--- config.mk ---
export PLATFORM = sky130hd
export DESIGN_NAME = mp2d_fifo
export DESIGN_NICKNAME = d
export VERILOG_FILES = /design/src/assert_macros.svh /design/src/mp2d_fifo.sv
export SDC_FILE = /design/constraint.sdc
export NUM_CORES = 1
export LEC_CHECK = 0
export BUFFER_PORTS_ARGS = -buffer_cell sky130_fd_sc_hd__buf_2
export CORE_MARGIN = 2
export CORE_UTILIZATION = 40
export DETAILED_ROUTE_END_ITERATION = 8
export GPL_ROUTABILITY_DRIVEN = 1
export PLACE_DENSITY = 0.63
export SLEW_MARGIN = 20
export SYNTH_ARGS = -nofsm -noshare
export SYNTH_HDL_FRONTEND = slang
export SYNTH_SLANG_ARGS = --single-unit
--- constraint.sdc ---
create_clock -name clk -period 3.7 [get_ports clk]
set_clock_uncertainty 0.2 [all_clocks]
set_input_delay 0.37 -clock clk [delete_from_list [all_inputs] [get_ports clk]]
set_output_delay 0.37 -clock clk [all_outputs]
set_load 0.01 [all_outputs]
--- src/assert_macros.svh ---
// assertion helpers for the rtl
`ifndef ASSERT_MACROS_SVH
`define ASSERT_MACROS_SVH

// expression holds at every clock edge outside reset
`define ASSERT_ALWAYS(lbl, expr, msg) \
  lbl: assert property (@(posedge clk) disable iff (rst) (expr)) else $error(msg);

// antecedent implies consequent on the next clock edge
`define ASSERT_NEXT(lbl, ante, cons, msg) \
  lbl: assert property (@(posedge clk) disable iff (rst) (ante) |=> (cons)) else $error(msg);

`endif

--- src/mp2d_fifo.sv ---
// ----------------------------------------------------------------------------
// mp2d_fifo
// short queue between the classifying front and the window back end
// ----------------------------------------------------------------------------
module mp2d_fifo #(
  parameter int WIDTH = 32,
  parameter int DEPTH = 4
) (
  input  logic             clk,
  input  logic             rst,
  input  logic             push,
  input  logic [WIDTH-1:0] wdata,
  input  logic             pop,
  output logic [WIDTH-1:0] rdata,
  output logic             full,
  output logic             empty
);

  localparam int AW = $clog2(DEPTH);

  logic [WIDTH-1:0] mem [DEPTH];
  logic [AW:0]      wptr;
  logic [AW:0]      rptr;

  assign empty = (wptr == rptr);
  assign full  = (wptr[AW] != rptr[AW]) && (wptr[AW-1:0] == rptr[AW-1:0]);
  assign rdata = mem[rptr[AW-1:0]];

  always_ff @(posedge clk) begin
    if (rst) begin
      wptr <= '0;
      rptr <= '0;
    end else begin
      if (push && !full) begin
        wptr <= wptr + 1'b1;
      end
      if (pop && !empty) begin
        rptr <= rptr + 1'b1;
      end
    end
  end

  always_ff @(posedge clk) begin
    if (push && !full) begin
      mem[wptr[AW-1:0]] <= wdata;
    end
  end

endmodule

Word-level counts from Yosys, hierarchy flattened
Memory sizes are Yosys's and may differ from the RTL's. A register that Yosys moved wholly into a read port is not among the register bits.
Cells that the tools add are included.
{"block": "totals", "regBits": 6, "latch_bits": 0, "ram_bits": 128, "romBits": 0, "input_bits": 36, "out_inout_bits": 34, "elab_cells": 17, "mem_count": 1}
{"memory": "mem", "words": 4, "width": 32, "read_ports": 1, "rd_ports_with_merged_regs": 1, "write_ports": 1, "line": "mp2d_fifo.sv:21", "text": "logic [WIDTH-1:0] mem [DEPTH];"}
{"block": "classes", "add_sub_neg": 2, "mul": 0, "n_div": 0, "n_lt_le_gt_ge": 0, "eq_ne": 3, "shifts": 0, "muxes": 4, "n_bitwise": 0, "n_reduce_logical": 5}
{"op": "3-bit by 1-bit adder with 3-bit output (second input constant)", "n": 2}
{"op": "2-bit 2-to-1 mux", "n": 2}
{"op": "3-bit equality test", "n": 1}
{"op": "1-bit logical AND", "n": 3}
{"op": "2-bit equality test", "n": 1}
{"op": "1-bit logical NOT", "n": 2}
{"op": "1-bit 2-to-1 mux", "n": 2}
{"op": "1-bit inequality test", "n": 1}

Logic depth before layout (Yosys ltp)
{"block": "logic_depth", "ltp_word": 6, "depth_mapped": 5, "ltp_nobuf": 4}

Worst setup path before layout
OpenSTA, ideal clock, no wires.
{"block": "synth_path", "path_kind": "reg2reg", "start": "register rptr[1]", "end": "memory mem[3][0] (enable)", "setup_ps": 441, "t_arrival_ps": 2473, "t_required_ps": 3059, "path_slack_ps": 587, "stages_incl_launch_ff": 4, "n_path_buf": 1, "period_less_slack_ps": 3113, "path_cell_list": "dfxtp_1 clkbuf_4 xnor2_1 a31oi_1"}
{"block": "synth_via", "elab_chain_len": 6}
{"element": "from (decl)", "line": "mp2d_fifo.sv:23", "text": "logic [AW:0] rptr;"}
{"element": "from (signal assigned)", "line": "mp2d_fifo.sv:38", "text": "rptr <= rptr + 1'b1;"}
{"element": "2-bit equality test", "line": "mp2d_fifo.sv:26", "text": "assign full = (wptr[AW] != rptr[AW]) && (wptr[AW-1:0] == rptr[AW-1:0]);"}
{"element": "1-bit logical AND", "line": "mp2d_fifo.sv:26"}
{"element": "1-bit logical NOT", "line": "mp2d_fifo.sv:44", "text": "if (push && !full) begin"}
{"element": "1-bit logical AND", "line": "mp2d_fifo.sv:44"}
{"element": "1-bit 2-to-1 mux", "line": "mp2d_fifo.sv:44"}
{"element": "1-bit 2-to-1 mux (implied by the code)", "line": "mp2d_fifo.sv:45", "text": "mem[wptr[AW-1:0]] <= wdata;"}
{"element": "to (decl)", "line": "mp2d_fifo.sv:21"}
No other way between the ends.

==> parameters.txt <==
Parameter                              Value

Run status
  Outcome ... complete, no violations

STA
  Endpoints failing hold ... 0
  Transition time of the tightest slew-check pin ... 902 ps
  Number of pins with negative max-slew slack in the final report ... 0
  Final setup viols ... 0
  Highest clock frequency the design can meet ... 353 MHz
  Final sum of negative setup slack ... 0 ps
  Setup repair after global routing missed its margin ... false
  Minimum clock period ... 2830 ps
  Final critical-path share of the clock period ... 0.765
  Worst max-slew margin expressed relative to the limit ... 0.399

Synth
  Complex-gate fraction of the synthesized area ... 0.0249
  Simple logic cell fraction of the synthesized area ... 0.0251
  Unique masters post-synth ... 29
  Sequential area share after synthesis ... 0.773
  Post-synthesis net count ... 276
  #FFs+latches synth ... 136
  Combinational family with the most area after synthesis ... multiplexers
  Mean cell area of the mapped netlist ... 22.0 um2
  Post-synthesis share of cell area spent on full adders, half adders and majority gates ... 0.0121
  Cell count after synthesis ... 235
  Post-synth design cell area ... 0.00518 mm2
  Yosys warnings ... 0
  Post-synthesis mux area share ... 0.139
  Parity-gate share of the synthesized area counting xor and xnor cells ... 0.0101

Placement
  Dpl cells ... 469
  Port-buffer cells ... 69
  HPWL Detailed ... 5.68 mm
  Final RePlAce weighted congestion ... 0.787
  Cell area after placement ... 0.00572 mm2

Routing
  DRT Pass-1 Iters ... 6
  Post-route DRC violation count ... 0
  Wire length per cell after detailed routing ... 17.6 um
  Number of DRC markers after the initial detailed-route iteration ... 257
  Count of antenna-violating nets left after detailed routing ... 0
  Drt via density ... 4.98
  Routed vias ... 2656
  Total detailed-routing wirelength ... 9.39 mm

CTS
  Number of post-CTS setup repair buffers ... 0
  Clock tree from TritonCTS ... yes
  Clock-pin slew of the registers on the worst-case setup and hold paths ... 60 ps
  Resized Gates After CTS ... 0
  Cell at the root of the clock tree ... sky130_fd_sc_hd__clkbuf_16
  Clock insertion delay at the later pin of the skew report ... 400 ps
  Max clock buf depth ... 2
  Sinks on the clock net ... 136
  CTS hold repair buffers ... 31
  TritonCTS Buffers ... 17
  H-tree Lvls ... 4

Final layout
  Net count reported at finish ... 389
  Commonest non-fill, non-tap cell in the layout ... sky130_fd_sc_hd__edfxtp_1
  Core occupancy in the finished layout ... 0.530
  Diode count ... 0
  Final instance area ... 0.00669 mm2
  Area added between synthesis and finish ... 29.2%
  Most frequent cells in the layout ... 128 x sky130_fd_sc_hd__edfxtp_1, 69 x sky130_fd_sc_hd__buf_2, 32 x sky130_fd_sc_hd__mux4_2, 32 x sky130_fd_sc_hd__dlygate4sd3_1, 17 x sky130_fd_sc_hd__clkbuf_16
  Non-filler instance count after layout ... 533
  Share of final-layout standard cells stronger than drive strength 1 ... 0.396

Worst setup path
  Maximum fanout encountered on the critical timing path ... 23
  Startpoint type of the worst setup path ... flip-flop
  Required time of the worst setup path ... 3130 ps
  Crit path kind ... reg2out
  WP data arrival ... 2260 ps
  Worst Setup End Kind ... output port

GRT
  First-pass GRT wire length ... 15.0 mm
  Number of antenna violations at the first check in global routing ... 0
  Via count of the first global-routing pass ... 2818
  Largest net degree at the start of global routing ... 33
  GRT Util Overall ... 0.145
  Global-route congestion overflow total ... 0

Power and ir drop
  Design internal power ... 3720 uW
  Portion of total power attributed to the clock network ... 0.358
  Fraction of power spent switching nets ... 0.271
  Leakage power of the design ... 0.00228 uW
  Worst-case vdd ir drop ... 389 uV
  Comb pwr share ... 0.223
  Pwr/cell area ... 763 mW/mm2
  Sequential cell fraction of total power ... 0.420
  NetSw ... 1380 uW

Min path
  Type of the tightest min-delay check ... in2reg

Die
  Die width ... 118 um
  Core region area ... 0.0126 mm2
  Number of ports placed on the die boundary ... 70
  Height of the die ... 118 um
  Area of the die ... 0.0139 mm2
  Number of placement rows ... 41
  Initial core utilization ... 0.410

Run
  Max Cap Violations ... 0
==> sequential cells by signal, indices dropped and copies added, names as in the netlist, named ones only <==
name  flops
mem     128
rptr      3
wptr      3
==> worst paths after layout <==
kind                                 from    endpoint  cells after the start  slack (ps)
worst max-delay path            flip-flop    rdata[4]                      3         870
worst max register to register    wptr[1]  mem[1][17]                      3        1200
worst min register to register    wptr[2]     wptr[2]                      2         340
worst min-delay path                  rst     wptr[2]                      2          70
==> synth_stat cells <==
| cell type | count | area, um2 |
|---|---|---|
| sky130_fd_sc_hd__a21oi_1 | 2 | 10.0 |
| sky130_fd_sc_hd__or4_1 | 1 | 7.51 |
| sky130_fd_sc_hd__o21ai_0 | 4 | 20.0 |
| sky130_fd_sc_hd__ha_1 | 5 | 62.6 |
| sky130_fd_sc_hd__inv_1 | 4 | 15.0 |
| sky130_fd_sc_hd__buf_1 | 3 | 11.3 |
| sky130_fd_sc_hd__clkbuf_4 | 1 | 7.51 |
| sky130_fd_sc_hd__dfxtp_1 | 8 | 160 |
| sky130_fd_sc_hd__and3_1 | 1 | 6.26 |
| sky130_fd_sc_hd__nand3b_1 | 1 | 7.51 |
| sky130_fd_sc_hd__a41oi_1 | 2 | 17.5 |
| sky130_fd_sc_hd__o211ai_1 | 5 | 37.5 |
| sky130_fd_sc_hd__buf_2 | 4 | 20.0 |
| sky130_fd_sc_hd__mux4_2 | 32 | 721 |
| sky130_fd_sc_hd__a211o_1 | 1 | 8.76 |
| sky130_fd_sc_hd__a31oi_1 | 4 | 25.0 |
| sky130_fd_sc_hd__clkbuf_8 | 1 | 13.8 |
| sky130_fd_sc_hd__xor2_1 | 3 | 26.3 |
| sky130_fd_sc_hd__a211o_2 | 1 | 10.0 |
| sky130_fd_sc_hd__nand3_1 | 3 | 15.0 |
| sky130_fd_sc_hd__nor2_1 | 2 | 7.51 |
| sky130_fd_sc_hd__or3_1 | 1 | 6.26 |
| sky130_fd_sc_hd__and2_1 | 3 | 18.8 |
| sky130_fd_sc_hd__nor3b_1 | 4 | 30.0 |
| sky130_fd_sc_hd__xnor2_1 | 3 | 26.3 |
| sky130_fd_sc_hd__nand2_1 | 5 | 18.8 |
| sky130_fd_sc_hd__buf_6 | 1 | 11.3 |
| sky130_fd_sc_hd__edfxtp_1 | 128 | 3840 |
| sky130_fd_sc_hd__nand4_1 | 2 | 12.5 |
==> stage by stage <==
step	worst slack [ps]	hold slack (ps)	total power (uW)
2_1_floorplan	587	269	2870
3_3_place_gp	1200	333	3300
3_5_place_dp	1210	336	3310
4_1_cts	780	0.558	5160
5_1_grt	649	71.4	5330
6_report	868	67.4	5100
==> final cells by class <==
class	instances	area (um2)
Inverter	4	15.0
Sequential cell	136	4010
Clock inverter	15	225
Multi-Input combinational cell	85	1110
Fill cell	1020	5930
Tap cell	172	215
Clock buffer	17	425
Timing Repair Buffer	104	688
==> power groups by stage <==
stage	Clock [uW]	Sequential (uW)	Combinational, uW
2_1_floorplan	0	2040	825
3_3_place_gp	0	2180	1120
3_5_place_dp	0	2180	1130
4_1_cts	1850	2150	1160
5_1_grt	1920	2190	1230
6_report	1820	2140	1140
==> worst max-delay path: stages (launching register included) <==
cell and delay, ps:
sky130_fd_sc_hd__dfxtp_2 850, sky130_fd_sc_hd__buf_4 320, sky130_fd_sc_hd__mux4_2 530, sky130_fd_sc_hd__buf_2 160
==> routing by layer <==
metal,GRT usage,up-vias,wire length [um]
met5,0,-,0
met3,0.0480,7,468
met2,0.234,78,4650
li1,-,1216,-
met4,0.0429,0,48
met1,0.190,1355,4220
==> cells by family (layout without fill, tap and decap cells) <==
group | count (synthesis) | count (layout)
AND/OR/NAND/NOR | 23 | 23
XOR/XNOR | 6 | 6
adder cells (fa/ha/maj) | 5 | 5
AO/OA/AOI/OAI | 19 | 19
multiplexers | 32 | 32
flip-flops | 136 | 136
buffers and inverters | 14 | 140
(Power assumes the default switching activity.)
