==> src/assert_macros.svh <==
// assertion helpers for the rtl
`ifndef ASSERT_MACROS_SVH
`define ASSERT_MACROS_SVH

// expression holds at every clock edge outside reset
`define ASSERT_ALWAYS(lbl, expr, msg) \
  lbl: assert property (@(posedge clk) disable iff (rst) (expr)) else $error(msg);

// antecedent implies consequent on the next clock edge
`define ASSERT_NEXT(lbl, ante, cons, msg) \
  lbl: assert property (@(posedge clk) disable iff (rst) (ante) |=> (cons)) else $error(msg);

`endif

==> src/mp2d_pkg.sv <==
// ----------------------------------------------------------------------------
// mp2d_pkg
// shared types and constants of the streaming max pooling core
// ----------------------------------------------------------------------------
package mp2d_pkg;

  localparam int CFG_IDX_W  = 3;
  localparam int CFG_DATA_W = 9;
  localparam int OUT_IDX_W  = 9;

  localparam logic [CFG_IDX_W-1:0] REG_KERNEL_HEIGHT = 3'd0;
  localparam logic [CFG_IDX_W-1:0] REG_KERNEL_WIDTH  = 3'd1;
  localparam logic [CFG_IDX_W-1:0] REG_STRIDE_ROWS   = 3'd2;
  localparam logic [CFG_IDX_W-1:0] REG_STRIDE_COLS   = 3'd3;
  localparam logic [CFG_IDX_W-1:0] REG_PAD_ROWS      = 3'd4;
  localparam logic [CFG_IDX_W-1:0] REG_PAD_COLS      = 3'd5;
  localparam logic [CFG_IDX_W-1:0] REG_PLANE_HEIGHT  = 3'd6;
  localparam logic [CFG_IDX_W-1:0] REG_PLANE_WIDTH   = 3'd7;

  // command to one axis tracker
  typedef struct packed {
    logic recalc;
    logic restart;
    logic adv;
  } axis_cmd_t;

  typedef enum logic {
    AX_CALC,
    AX_TRACK
  } axis_state_t;

  typedef enum logic [1:0] {
    BK_IDLE,
    BK_RD,
    BK_WR,
    BK_END
  } back_state_t;

endpackage

==> src/mp2d_axis.sv <==
// ----------------------------------------------------------------------------
// mp2d_axis
// tracks one plane dimension: position and range of windows covering it
// ----------------------------------------------------------------------------
module mp2d_axis import mp2d_pkg::*; #(
  parameter int NMAX = 256,
  parameter int MAXK = 8,
  parameter int PW   = 8,
  parameter int IW   = 9,
  parameter int DW   = 10
) (
  input  logic                 clk,
  input  logic                 rst,
  input  axis_cmd_t            cmd,
  input  logic [3:0]           k_raw,
  input  logic [3:0]           s_raw,
  input  logic [2:0]           p_raw,
  input  logic [8:0]           n_raw,
  output logic [PW-1:0]        pos,
  output logic [IW-1:0]        first,
  output logic [IW-1:0]        last,
  output logic [IW-1:0]        olast,
  output logic signed [DW-1:0] first_start,
  output logic signed [DW-1:0] k,
  output logic signed [DW-1:0] s,
  output logic signed [DW-1:0] n,
  output logic                 at_end,
  output logic                 busy
);

  axis_state_t          state, state_next;
  logic [IW-1:0]        cnt;
  logic signed [DW-1:0] acc;
  logic signed [DW-1:0] fst_end;
  logic signed [DW-1:0] nxt;
  logic signed [DW-1:0] p;
  logic signed [DW-1:0] num;
  logic signed [DW-1:0] numc;
  logic signed [DW-1:0] pos_s;
  logic                 first_step;
  logic                 last_step;
  logic                 calc_done;

  // saturated geometry
  always_comb begin
    if (k_raw == 4'd0) begin
      k = DW'(1);
    end else if (DW'(k_raw) > DW'(MAXK)) begin
      k = DW'(MAXK);
    end else begin
      k = DW'(k_raw);
    end
    s = (s_raw == 4'd0) ? DW'(1) : DW'(s_raw);
    p = (DW'(p_raw) > k - DW'(1)) ? k - DW'(1) : DW'(p_raw);
    if (n_raw == 9'd0) begin
      n = DW'(1);
    end else if (DW'(n_raw) > DW'(NMAX)) begin
      n = DW'(NMAX);
    end else begin
      n = DW'(n_raw);
    end
    num  = n + (p <<< 1) - k;
    numc = (num < 0) ? DW'(0) : num;
  end

  assign pos_s       = signed'(DW'(pos));
  assign first_step  = (state == AX_TRACK) && (pos_s > fst_end);
  assign last_step   = (state == AX_TRACK) && (last < olast) && (nxt <= pos_s);
  assign busy        = (state == AX_CALC) || first_step || last_step;
  assign at_end      = (pos_s == n - DW'(1));
  assign first_start = fst_end - (k - DW'(1));
  assign calc_done   = (acc >= numc);

  always_comb begin
    state_next = state;
    if (cmd.recalc) begin
      state_next = AX_CALC;
    end else begin
      case (state)
        AX_CALC:  if (calc_done) state_next = AX_TRACK;
        AX_TRACK: state_next = AX_TRACK;
        default:  state_next = AX_CALC;
      endcase
    end
  end

  always_ff @(posedge clk) begin
    if (rst) begin
      state <= AX_CALC;
    end else begin
      state <= state_next;
    end
  end

  always_ff @(posedge clk) begin
    if (rst || cmd.recalc) begin
      cnt     <= '0;
      acc     <= '0;
      pos     <= '0;
      first   <= '0;
      last    <= '0;
      fst_end <= '0;
      nxt     <= '0;
    end else if (state == AX_CALC) begin
      if (calc_done) begin
        // last output index from the ceiling formula, minus a window starting in padding
        olast   <= (acc - p >= n) ? cnt - 1'b1 : cnt;
        pos     <= '0;
        first   <= '0;
        last    <= '0;
        fst_end <= k - DW'(1) - p;
        nxt     <= s - p;
      end else begin
        cnt <= cnt + 1'b1;
        acc <= acc + s;
      end
    end else if (cmd.restart) begin
      pos     <= '0;
      first   <= '0;
      last    <= '0;
      fst_end <= k - DW'(1) - p;
      nxt     <= s - p;
    end else if (cmd.adv) begin
      pos <= pos + 1'b1;
    end else begin
      if (first_step) begin
        first   <= first + 1'b1;
        fst_end <= fst_end + s;
      end
      if (last_step) begin
        last <= last + 1'b1;
        nxt  <= nxt + s;
      end
    end
  end

endmodule

==> src/mp2d_front.sv <==
// ----------------------------------------------------------------------------
// mp2d_front
// accepts samples and tags each with its plane position and window ranges
// ----------------------------------------------------------------------------
module mp2d_front import mp2d_pkg::*; #(
  parameter int MAX_HEIGHT  = 256,
  parameter int MAX_WIDTH   = 256,
  parameter int MAX_KERNEL  = 8,
  parameter int SAMPLE_BITS = 16,
  parameter int R_PW = 8,
  parameter int R_IW = 9,
  parameter int R_DW = 10,
  parameter int C_PW = 8,
  parameter int C_IW = 9,
  parameter int C_DW = 10,
  parameter int EW   = 100
) (
  input  logic                   clk,
  input  logic                   rst,
  input  logic                   recalc,
  input  logic [3:0]             kernel_height,
  input  logic [3:0]             kernel_width,
  input  logic [3:0]             stride_rows,
  input  logic [3:0]             stride_cols,
  input  logic [2:0]             pad_rows,
  input  logic [2:0]             pad_cols,
  input  logic [8:0]             plane_height,
  input  logic [8:0]             plane_width,
  input  logic                   in_valid,
  output logic                   in_stall,
  input  logic [SAMPLE_BITS-1:0] sample_value,
  input  logic                   q_full,
  output logic                   q_push,
  output logic [EW-1:0]          q_data,
  output logic signed [R_DW-1:0] kh,
  output logic signed [R_DW-1:0] sh,
  output logic signed [R_DW-1:0] hh,
  output logic [R_IW-1:0]        ohl,
  output logic signed [C_DW-1:0] kw,
  output logic signed [C_DW-1:0] sw,
  output logic signed [C_DW-1:0] ww,
  output logic [C_IW-1:0]        owl
);

  axis_cmd_t             row_cmd, col_cmd;
  logic [R_PW-1:0]       r_pos;
  logic [R_IW-1:0]       r_first, r_last;
  logic signed [R_DW-1:0] r_start;
  logic                  r_end, r_busy;
  logic [C_PW-1:0]       c_pos;
  logic [C_IW-1:0]       c_first, c_last;
  logic signed [C_DW-1:0] c_start;
  logic                  c_end, c_busy;
  logic                  accept;

  assign in_stall = q_full || r_busy || c_busy;
  assign accept   = in_valid && !in_stall;
  assign q_push   = accept;

  // row index runs fastest, wrap carries into the column
  always_comb begin
    row_cmd.recalc  = recalc;
    row_cmd.restart = accept && r_end;
    row_cmd.adv     = accept && !r_end;
    col_cmd.recalc  = recalc;
    col_cmd.restart = accept && r_end && c_end;
    col_cmd.adv     = accept && r_end && !c_end;
  end

  assign q_data = {sample_value, r_pos, c_pos, r_first, r_last, r_start,
                   c_first, c_last, c_start};

  mp2d_axis #(
    .NMAX(MAX_HEIGHT), .MAXK(MAX_KERNEL), .PW(R_PW), .IW(R_IW), .DW(R_DW)
  ) u_row (
    .clk(clk), .rst(rst), .cmd(row_cmd),
    .k_raw(kernel_height), .s_raw(stride_rows), .p_raw(pad_rows), .n_raw(plane_height),
    .pos(r_pos), .first(r_first), .last(r_last), .olast(ohl), .first_start(r_start),
    .k(kh), .s(sh), .n(hh), .at_end(r_end), .busy(r_busy)
  );

  mp2d_axis #(
    .NMAX(MAX_WIDTH), .MAXK(MAX_KERNEL), .PW(C_PW), .IW(C_IW), .DW(C_DW)
  ) u_col (
    .clk(clk), .rst(rst), .cmd(col_cmd),
    .k_raw(kernel_width), .s_raw(stride_cols), .p_raw(pad_cols), .n_raw(plane_width),
    .pos(c_pos), .first(c_first), .last(c_last), .olast(owl), .first_start(c_start),
    .k(kw), .s(sw), .n(ww), .at_end(c_end), .busy(c_busy)
  );

endmodule

==> config.mk <==
export PLATFORM = sky130hd
export DESIGN_NAME = mp2d_front
export DESIGN_NICKNAME = d
export VERILOG_FILES = /design/src/assert_macros.svh /design/src/mp2d_pkg.sv /design/src/mp2d_axis.sv /design/src/mp2d_front.sv
export SDC_FILE = /design/constraint.sdc
export NUM_CORES = 1
export LEC_CHECK = 0
export BUFFER_PORTS_ARGS = -buffer_cell sky130_fd_sc_hd__buf_2
export CORE_MARGIN = 2
export CORE_UTILIZATION = 47
export DETAILED_ROUTE_END_ITERATION = 8
export GPL_TIMING_DRIVEN = 0
export HOLD_SLACK_MARGIN = 0.12
export PLACE_DENSITY = 0.79
export SKIP_LAST_GASP = 1
export SLEW_MARGIN = 25
export SYNTH_ARGS = -nofsm -noshare
export SYNTH_HDL_FRONTEND = slang
export SYNTH_SLANG_ARGS = --single-unit
==> constraint.sdc <==
create_clock -name clk -period 7.11 [get_ports clk]
set_input_delay 0 -clock clk [delete_from_list [all_inputs] [get_ports clk]]
set_output_delay 0 -clock clk [all_outputs]
set_load 0.005 [all_outputs]
### Word-level counts from Yosys, hierarchy flattened

Cells that the tools add are included.

| cells by class | value |
|---|---|
| add/subtract/negate cells | 34 |
| $lt $le $gt $ge | 18 |
| equality and inequality tests | 10 |
| multiplexer cells | 66 |
| bitwise gates (word level) | 5 |
| reductions and logical operators | 40 |

Operators with widths:

| kind | number |
|---|---|
| $mux W10 | 26 |
| $mux W9 | 22 |
| $add A10 B10 Y10 | 8 |
| $sub A10 B10 Y10 | 8 |
| $mux W8 | 8 |
| $add A9 B1 Y9 const B | 6 |
| $ge A10 B10 Y1 | 4 |
| $sub A10 B2 Y10 const B | 4 |
| $mux W4 | 6 |
| $ne A3 B3 Y1 const B | 8 |
| $eq A9 B10 Y1 | 2 |
| $gt A3 B10 Y1 | 2 |
| $gt A9 B10 Y1 | 2 |
| $le A10 B9 Y1 | 2 |
| $lt A10 B1 Y1 const B | 2 |
| $sub A10 B5 Y10 | 2 |
| $gt A9 B9 Y1 const B | 2 |
| $logic_not A9 Y1 | 2 |
| $lt A9 B9 Y1 | 2 |
| $reduce_and A3 Y1 | 6 |
| $sub A9 B1 Y9 const B | 2 |
| $add A8 B1 Y8 const B | 2 |
| $logic_not A4 Y1 | 4 |
| $logic_and A1 B1 Y1 | 11 |
| 10 further kinds | 30 |

| storage, ports and cells | value |
|---|---|
| register bits after elaboration | 150 |
| bits of input ports | 61 |
| output and inout port bits | 180 |
| word-level logic and storage cells | 191 |

### Longest topological paths before layout

Gate-level depths: netlist of run 1.

| logic depth | value |
|---|---|
| word-level depth | 13 |
| gate-level depth with buffers | 36 |
| gate-level depth less buffers | 35 |

### By module

Synthesis of run 1 repeated with hierarchy kept, for this count alone.

| second synthesis, totals | value |
|---|---|
| cell total of the unflattened synthesis | 1,850 |
| area, all modules | 14,785.4 µm² |

Modules (own cells, without submodules):

| module | times used | cells each | area an instance (µm²) | sequential area each (µm²) |
|---|---|---|---|---|
| mp2d_axis (u_row) | 1 | 910 | 7,338.3 | 1,591.5 |
| mp2d_axis (u_col) | 1 | 901 | 7,178.1 | 1,591.5 |
| mp2d_front | 1 | 39 | 269.0 | 0.0 |

### Worst setup path after synthesis of run 1

Ideal clock, no wire load.

| path | value |
|---|---|
| kind | in2reg |
| start point | input port kernel_width[2] |
| end point | register u_col.acc[9] |
| library setup time | 128 ps |
| arrival | 6,344 ps |
| data required time | 6,982 ps |
| setup slack | 639 ps |
| stages on the path | 34 |
| cell sequence | nor2_1 > o21ai_0 > ha_1 > ha_1 > nor2b_1 > o21ai_0 > a21oi_1 > nand2_1 > o21ai_0 > inv_1 > fa_1 > inv_1 > ha_1 > fa_1 > a21oi_1 > nor2_1 > nor2_1 > o21bai_1 > a21oi_1 > o21bai_1 > a21oi_1 > xnor2_1 > nand2_1 > ha_1 > a21o_1 > a21oi_1 > o221ai_1 > a22oi_1 > o21a_1 > clkbuf_1 > o211ai_1 > or3b_2 > xnor2_1 > nor2_1 |

| on the way | value |
|---|---|
| cells in the longest elaborated chain, start to end | 13 |
| elaborated cells between the ends (all ways) | 14 |
| those cells by class | add/sub (3); order compare (4); mux (4); bitwise (1); reduce/logical (2) |

RTL lines:

| item | RTL line | source |
|---|---|---|
| start, declared | mp2d_front.sv:22 | `input logic [3:0] kernel_width,` |
| $gt A4 B4 Y1 | mp2d_axis.sv:48 | `end else if (DW'(k_raw) > DW'(MAXK)) begin` |
| $mux W4 | mp2d_axis.sv:48 |  |
| $mux W4 * | mp2d_axis.sv:46 | `if (k_raw == 4'd0) begin` |
| $sub A4 B1 Y5 | mp2d_axis.sv:54 | `p = (DW'(p_raw) > k - DW'(1)) ? k - DW'(1) : DW'(p_raw);` |
| $gt A3 B10 Y1 | mp2d_axis.sv:54 |  |
| $mux W10 | mp2d_axis.sv:54 |  |
| $add A10 B10 Y10 | mp2d_axis.sv:62 | `num = n + (p <<< 1) - k;` |
| $sub A10 B5 Y10 * | mp2d_axis.sv:62 |  |
| $lt A10 B1 Y1 | mp2d_axis.sv:63 | `numc = (num < 0) ? DW'(0) : num;` |
| $mux W10 * | mp2d_axis.sv:63 |  |
| $ge A10 B10 Y1 * | mp2d_axis.sv:72 | `assign calc_done = (acc >= numc);` |
| $not A1 Y1 (no line) * | -- |  |
| $reduce_and A2 Y1 (no line) * | -- |  |
| end signal, assigned | mp2d_axis.sv:115 | `acc <= acc + s;` |
| end, declared | mp2d_axis.sv:33 | `logic signed [DW-1:0] acc;` |

Every way passes the cells marked *; elsewhere a longest branch is shown, timed or not.
A chain may end at the register's enable or synchronous reset.

### Final worst setup path of run 1

| path | value |
|---|---|
| start point | input port kernel_height[3] |
| end point | register u_row.last[3] |

| on the way | value |
|---|---|
| cells in the longest elaborated chain, start to end | 13 |
| elaborated cells between the ends (all ways) | 14 |
| those cells by class | add/sub (3); order compare (4); mux (4); reduce/logical (3) |

RTL lines:

| item | RTL line | source |
|---|---|---|
| start, declared | mp2d_front.sv:21 | `input logic [3:0] kernel_height,` |
| $gt A4 B4 Y1 | mp2d_axis.sv:48 |  |
| $mux W4 | mp2d_axis.sv:48 |  |
| $mux W4 * | mp2d_axis.sv:46 |  |
| $sub A4 B1 Y5 | mp2d_axis.sv:54 |  |
| $gt A3 B10 Y1 | mp2d_axis.sv:54 |  |
| $mux W10 | mp2d_axis.sv:54 |  |
| $add A10 B10 Y10 | mp2d_axis.sv:62 |  |
| $sub A10 B5 Y10 * | mp2d_axis.sv:62 |  |
| $lt A10 B1 Y1 | mp2d_axis.sv:63 |  |
| $mux W10 * | mp2d_axis.sv:63 |  |
| $ge A10 B10 Y1 * | mp2d_axis.sv:72 |  |
| $reduce_bool A2 Y1 (no line) * | -- |  |
| $reduce_and A3 Y1 (no line) * | -- |  |
| end signal, assigned | mp2d_axis.sv:131 | `last <= last + 1'b1;` |
| end, declared | mp2d_axis.sv:21 | `output logic [IW-1:0] last,` |

Marks and branches as above.

==> metrics, run 1 <==
status=finished clean; post-synthesis adder-cell area fraction=21.30%; chip height=179.5 um; Cells after Synth=1813; sequential fraction of the synthesis area=21.99%; R2R Path Start=u_col.pos[6]$_SDFFE_PP0P_; max_slew headroom=37.10%; WL per Instance=16.94 um; routability cong.=0.9573; die area=0.03221 mm2; Clock transition at path regs=60 ps; Compound-Gate Fraction of Synth Area=20.17%; via count=14340; vias in the first global route=13810; Worst Tran Pin Value=938.5 ps; Synth Flop Type=dfxtp_1; Die Wd=179.5 um; share of cells above drive strength 1=16.32%; Worst Setup End Kind=flop; hold_sp=stride_cols[0]; drt pass-1 iters=6; Post-Syn Area per Cell=7.983 um2; antenna diode count=0; Antenna Violating Nets Remaining=0; P&R area growth vs syn=16.73%; worst skew pair latency=440 ps; Setup Viol. Count Final=0; Post-DP HPWL=32980 um; Final Power=4170 uW; WHS Path Cells=5; Final min period=6622 ps; fmax=151.0 MHz; initial antenna violation count=0; Num CTS Buffers=17; crit-path leading delay family=compound AO/OA/AOI/OAI gates; Cell Area, Synth=0.01447 mm2; GRT Residual Overflow=0; Worst Hold Slack=148.7 ps; CP startpoint=kernel_height[3]; largest net degree at the start of global routing=17; Leak=0.008058 uW; reg2reg end=u_row.last[3]$_SDFFE_PP0P_; reg2reg setup slack=2460 ps; post-synthesis mux area share=1.063%; final-report hold violation count=0; FF+latch count, synth=150; Buf+Inv Stages, Crit Path=5; FP Rows=64; I/O Buffers=184; peak per-stage delay on the critical path=480 ps; unique cell type count in the Yosys netlist=81; WHS Endpoint=u_col.acc[0]$_SDFFE_PP0P_; RSZ-0062 raised after global routing=no; number of clock sinks=150; drt via density=5.742; r2r worst-path depth=12; CTS H-Tree Depth=4; Setup crit start kind=input port; Synth top area share=18.26%; asr flop ratio synth=0%; Peak VDD IR=208.3 uV; max-cap viol count=0; num ports=241; fin nets=2380; WL final=42320 um; WP data required=7440 ps; largest family of logic cells by synthesized area=adder cells; max-slew violations=0; top area cells in the synthesized netlist=dfxtp_1 18%, ha_1 18%, a21oi_1 4.7%; root buf cell=clkbuf_16; Placeable Area=0.03043 mm2; Power Density=246.8 mW/mm2; Hold Crit Class=input port to flop; Initial Util=47.56%; gr usage total=25.65%; CP max FO=10; Post-synth EDFFs=18; WP data arrival=6950 ps; Post-synth top cells=208 x ha_1, 177 x inv_1, 153 x nor2_1, 137 x a21oi_1, 132 x dfxtp_1; first-pass GRT wire length=68190 um; clock skew=16.15 ps; period utilization=93.14%; drc violations=0; count leader, synth=ha_1; synthesis warning total=0; first-iteration detailed-routing DRC count=1434; cell accounting for the most synthesized area=dfxtp_1; clock buffer depth=2; WS Path Type=input port to flop; critical path's slowest cell=fa_1; CTS tree=done; Simple-Gate Fraction of Synth Area=18.99%; fraction of synthesized cell area in xor and xnor cells=7.020%
## power by group
part / switching [uW] / internal, uW
Clock: 386 / 562
Sequential: 94.3 / 941
Combinational: 1310 / 879
Total: 1790 / 2380
## layout by cell type (no fill, tap or decap), types with 56 or more instances in the layout
cell type  Yosys  final
buf_4         54     56
a21oi_1      137    134
xnor2_1       68     66
ha_1         208    208
nand2_1      105    104
o21ai_0       90     86
inv_1        177    177
buf_2         14    200
dfxtp_1      132    132
nor2_1       153    152
conb_1         2     72
## cell families after synthesis
| kind of cell | after synthesis |
|---|---|
| flip-flops | 150 |
| multiplexers | 15 |
| other | 2 |
| AND/OR/NAND/NOR | 542 |
| buffers and inverters | 302 |
| adder cells (fa/ha/maj) | 234 |
| AO/OA/AOI/OAI | 452 |
| XOR/XNOR | 116 |
## layout make-up
cell class / count / area (um2)
inverter: 179 / 671.9
sequential: 150 / 3183
timing repair buffer: 188 / 950.9
tap: 396 / 495.5
clock buffer: 23 / 490.5
multi-input combinational: 1431 / 10280
buffer: 122 / 699.4
fill: 2796 / 13540
clock inverter: 9 / 118.9
## per-stage QoR
stage                     setup WS [ps]  util, %  cell area, um2  std cells  TNS (ps)
after floorplan                   638.9        -           14740       1883         0
after global placement           -727.6    53.08           16150       2463    -49330
after detailed placement         -848.2    53.13           16170       2464    -66610
after CTS                       0.02798    55.25           16810       2497         0
after global routing              16.32    55.52           16890       2498         0
final                             487.9    55.52           16890       2498         0
## state kept, by name, summed over array words and instances (netlist names), 10 cells and up
name	flops
u_row.fst_end	10
u_row.nxt	10
u_col.fst_end	10
u_col.acc	10
u_row.acc	10
u_col.nxt	10
## worst reg2reg max path, cell delays in order (launching register included)
cell	delay, ps
dfxtp_1	580
inv_1	240
ha_1	350
and4_1	150
a221o_1	340
a41o_1	250
o211ai_1	330
or4b_1	490
buf_2	230
nor3_2	780
nor2_1	210
buf_2	280
a311oi_1	300
## routing by layer
layer	wire [um]	part of all wire, %	up-vias	track usage (%)
met4	1582	3.7	0	10.44
li1	-	-	6862	-
met1	17810	42	6696	32.78
met2	19270	46	657	42.45
met3	3661	8.7	128	4.943
met5	0	0	-	0
## worst max-delay path by stage
| stage | endpoint | slack, ps | cells past startpoint |
|---|---|---|---|
| 3_5_place_dp | u_col.nxt[9]$_SDFFE_PP0P_ | -850 | 33 |
| 5_1_grt | u_row.cnt[4]$_SDFFE_PP0P_ | 20 | 37 |
| 3_3_place_gp | u_col.nxt[8]$_SDFFE_PP0P_ | -730 | 33 |
| 2_1_floorplan | u_col.acc[9]$_SDFFE_PP0P_ | 640 | 34 |
| 6_report | u_row.last[3]$_SDFFE_PP0P_ | 490 | 34 |
| 4_1_cts | u_row.cnt[4]$_SDFFE_PP0P_ | 0.03 | 34 |
## repair_timing
action                     in CTS  in global routing
pin swaps                       1                  4
setup endpoints to repair      76                146
buffers inserted                1                  1
hold buffers                    1                  0
gates resized for setup         9                 28
hold endpoints to repair        1                  0
Power figures use the tool's default switching activity.
==> inputs of run 2 (changes only) <==
--- a/config.mk
+++ b/config.mk
@@ -5,6 +5,7 @@
 export SDC_FILE = /design/constraint.sdc
 export NUM_CORES = 1
 export LEC_CHECK = 0
+export ABC_AREA = 1
 export BUFFER_PORTS_ARGS = -buffer_cell sky130_fd_sc_hd__buf_2
 export CORE_MARGIN = 2
 export CORE_UTILIZATION = 47
==> run 2 against run 1 <==
Synthesized area rose by 4.9%. Final cell count is 16% higher. Combinational power is 30% higher. First-iteration DRC count down 28%. Power grew 19%. Fmax is 0.95% higher. Setup slack better by 63 ps. Critical endpoint is now u_row.first[4]$_SDFFE_PP0P_.
==> metrics, run 2 <==
status=finished clean; routability cong.=0.9502 (-0.74%); CP dominant cell by count=nand2_1; drc violations=0 (unchanged); I/O Buffers=186 (+1.1%); first-iteration detailed-routing DRC count=1035 (-28%); Post-DP HPWL=34480 um (+4.6%); fin nets=2779 (+17%); most frequent cells in the layout=413 x nand2_1, 317 x inv_1, 211 x nor2_1; cell accounting for the most synthesized area=dfxtp_1; peak per-stage delay on the critical path=480 ps (about the same); Hold Crit Class=input port to primary output; vias in the first global route=14060 (+1.8%); Cell Area, Synth=0.01519 mm2 (+4.9%); chip height=183.8 um (+2.4%); first-pass GRT wire length=69050 um (+1.3%); Clock transition at path regs=70 ps (about the same); gr usage total=25.40% (-0.24 points); max_slew headroom=42.16% (+5.1 points); WP data required=7490 ps (+50 ps); num ports=241 (unchanged); Filler Cells Inserted=3048 (+9.0%); worst skew pair latency=450 ps (about the same); root buf cell=clkbuf_16; count leader, synth=nand2_1; max-slew violations=0 (unchanged); top area cells in the synthesized netlist=dfxtp_1 17%, ha_1 17%, nand2_1 10%; Synth top area share=17.40% (-0.86 points); via count=15210 (+6.0%); share of cells above drive strength 1=14.51% (-1.8 points); WS Path Type=input port to flop; Power Density=283.1 mW/mm2 (+15%); Worst Hold Slack=165.3 ps (+16.64 ps); clock buffer depth=2 (unchanged); Setup crit start kind=input port; Hold-fix buffers, CTS=0 (-1); Num CTS Buffers=17 (unchanged); FF+latch count, synth=150 (unchanged); Setup Viol. Count Final=0 (unchanged); Worst Setup End Kind=flop; Post-synth top cells=414 x nand2_1, 317 x inv_1, 214 x nor2_1, 208 x ha_1, 165 x a21oi_1; FP Rows=65 (+1.6%); Leak=0.008922 uW (+11%); Cells after Synth=2211 (+22%); WL final=42880 um (+1.3%); drt pass-1 iters=5 (-1); fmax=152.4 MHz (+0.95%); drt via density=5.238 (-8.8%); r2r worst-path depth=15 (+3); Util after Layout=55.33% (-0.18 points); WP data arrival=6940 ps (about the same); final-report hold violation count=0 (unchanged); number of clock sinks=150 (unchanged); most common cell after layout, fill and taps aside=nand2_1; CP max FO=10 (unchanged); CTS H-Tree Depth=4 (unchanged); initial antenna violation count=1 (+1); RSZ-0062 raised after global routing=no; Worst Tran Pin Value=867.6 ps (-70.90 ps); CTS tree=done; asr flop ratio synth=0% (unchanged); Peak VDD IR=210.4 uV (+1.0%); Initial Util=47.88% (+0.32 points); clock skew=20.41 ps (+4.258 ps); unique cell type count in the Yosys netlist=53 (-35%); Synth Flop Type=dfxtp_1; die area=0.03377 mm2 (+4.8%); WL per Instance=14.77 um (-13%); antenna diode count=0 (unchanged); Final WS setup=550.4 ps (+62.54 ps); largest net degree at the start of global routing=17 (unchanged); sequential fraction of the synthesis area=20.96% (-1.0 points); GRT Residual Overflow=0 (unchanged); synthesis warning total=0 (unchanged); critical path's slowest cell=ha_1; pre-CTS setup slack=-1040 ps (-191.8 ps); period utilization=92.26% (-0.88 points); Post-synth EDFFs=18 (unchanged); max-cap viol count=0 (unchanged); Placeable Area=0.03172 mm2 (+4.2%); Final min period=6560 ps (-62.54 ps); Die Wd=183.8 um (+2.4%); WHS Path Cells=2 (-3); Post-Syn Area per Cell=6.869 um2 (-14%); P&R area growth vs syn=15.56%; Antenna Violating Nets Remaining=0 (unchanged)
==> run 2: what timing repair did <==
item                                    CTS  global route
endpoints found under the setup margin   29           144
buffers inserted                          0             2
resized for setup                         6            10
pin swaps                                 0             1
==> run 2: critical path: cells and delay by family <==
kind            cells  cell delay, ps
fa+ha+maj           6            2240
compound gates     12            1980
simple gates       14            1450
buf+inv             8             970
xor+xnor            1             310
==> run 2: layout make-up <==
class / count / area (um2) / area share [%]
plain buffers: 105 / 670.6 / 3.821
clock buffers: 18 / 450.4 / 2.566
clock inverters: 14 / 150.1 / 0.8555
inverters: 336 / 1265 / 7.208
multi-input cells: 1690 / 10380 / 59.16
flip-flops and latches: 150 / 3183 / 18.14
well taps: 402 / 503.0 / 2.866
repair buffers: 188 / 945.9 / 5.390
==> run 2: routing by layer <==
metal	global-route usage, %	part of all wire (%)	up-vias
li1	-	-	7634
met3	3.922	6.8	96
met2	44.60	48	526
met1	31.78	43	6948
met4	8.256	3.0	2
met5	0	0.042	-
==> run 2: metrics by stage <==
| step | setup TNS (ps) | total power (uW) | std cells | area (um2) |
|---|---|---|---|---|
| finish | 0 | 4969 | 2903 | 17550 |
| global placement | -27050 | 3861 | 2869 | 16880 |
| floorplan | 0 | 3204 | 2281 | 15450 |
| global route | 0 | 5402 | 2903 | 17550 |
| CTS | 0 | 4930 | 2901 | 17500 |
| detailed placement | -38860 | 3965 | 2869 | 16880 |
==> run 2: kinds of logic after synthesis <==
family,share of synthesized area (%)
XOR/XNOR,7.555
buffers and inverters,12.74
adder cells (fa/ha/maj),20.04
flip-flops,20.96
other,0.04945
AO/OA/AOI/OAI,13.17
AND/OR/NAND/NOR,25.50
==> run 2: path summary, 6_finish.rpt <==
path	to	startpoint	slack [ps]
worst min register to register	u_col.cnt[0]$_SDFFE_PP0P_	u_col.cnt[0]$_SDFFE_PP0P_	490
worst max register to register	u_row.olast[1]$_DFFE_PP_	u_row.acc[0]$_SDFFE_PP0P_	3310
worst max-delay path	u_row.first[4]$_SDFFE_PP0P_	kernel_height[3]	550
worst min-delay path	q_data[85]	sample_value[13]	170
==> run 2: report_power, final <==
group / total (uW) / internal, uW / leakage (uW) / switching, uW
clock network: 948 / 518 / 0.000287 / 430
logic: 2840 / 1090 / 0.00740 / 1760
registers: 1180 / 1000 / 0.00123 / 174
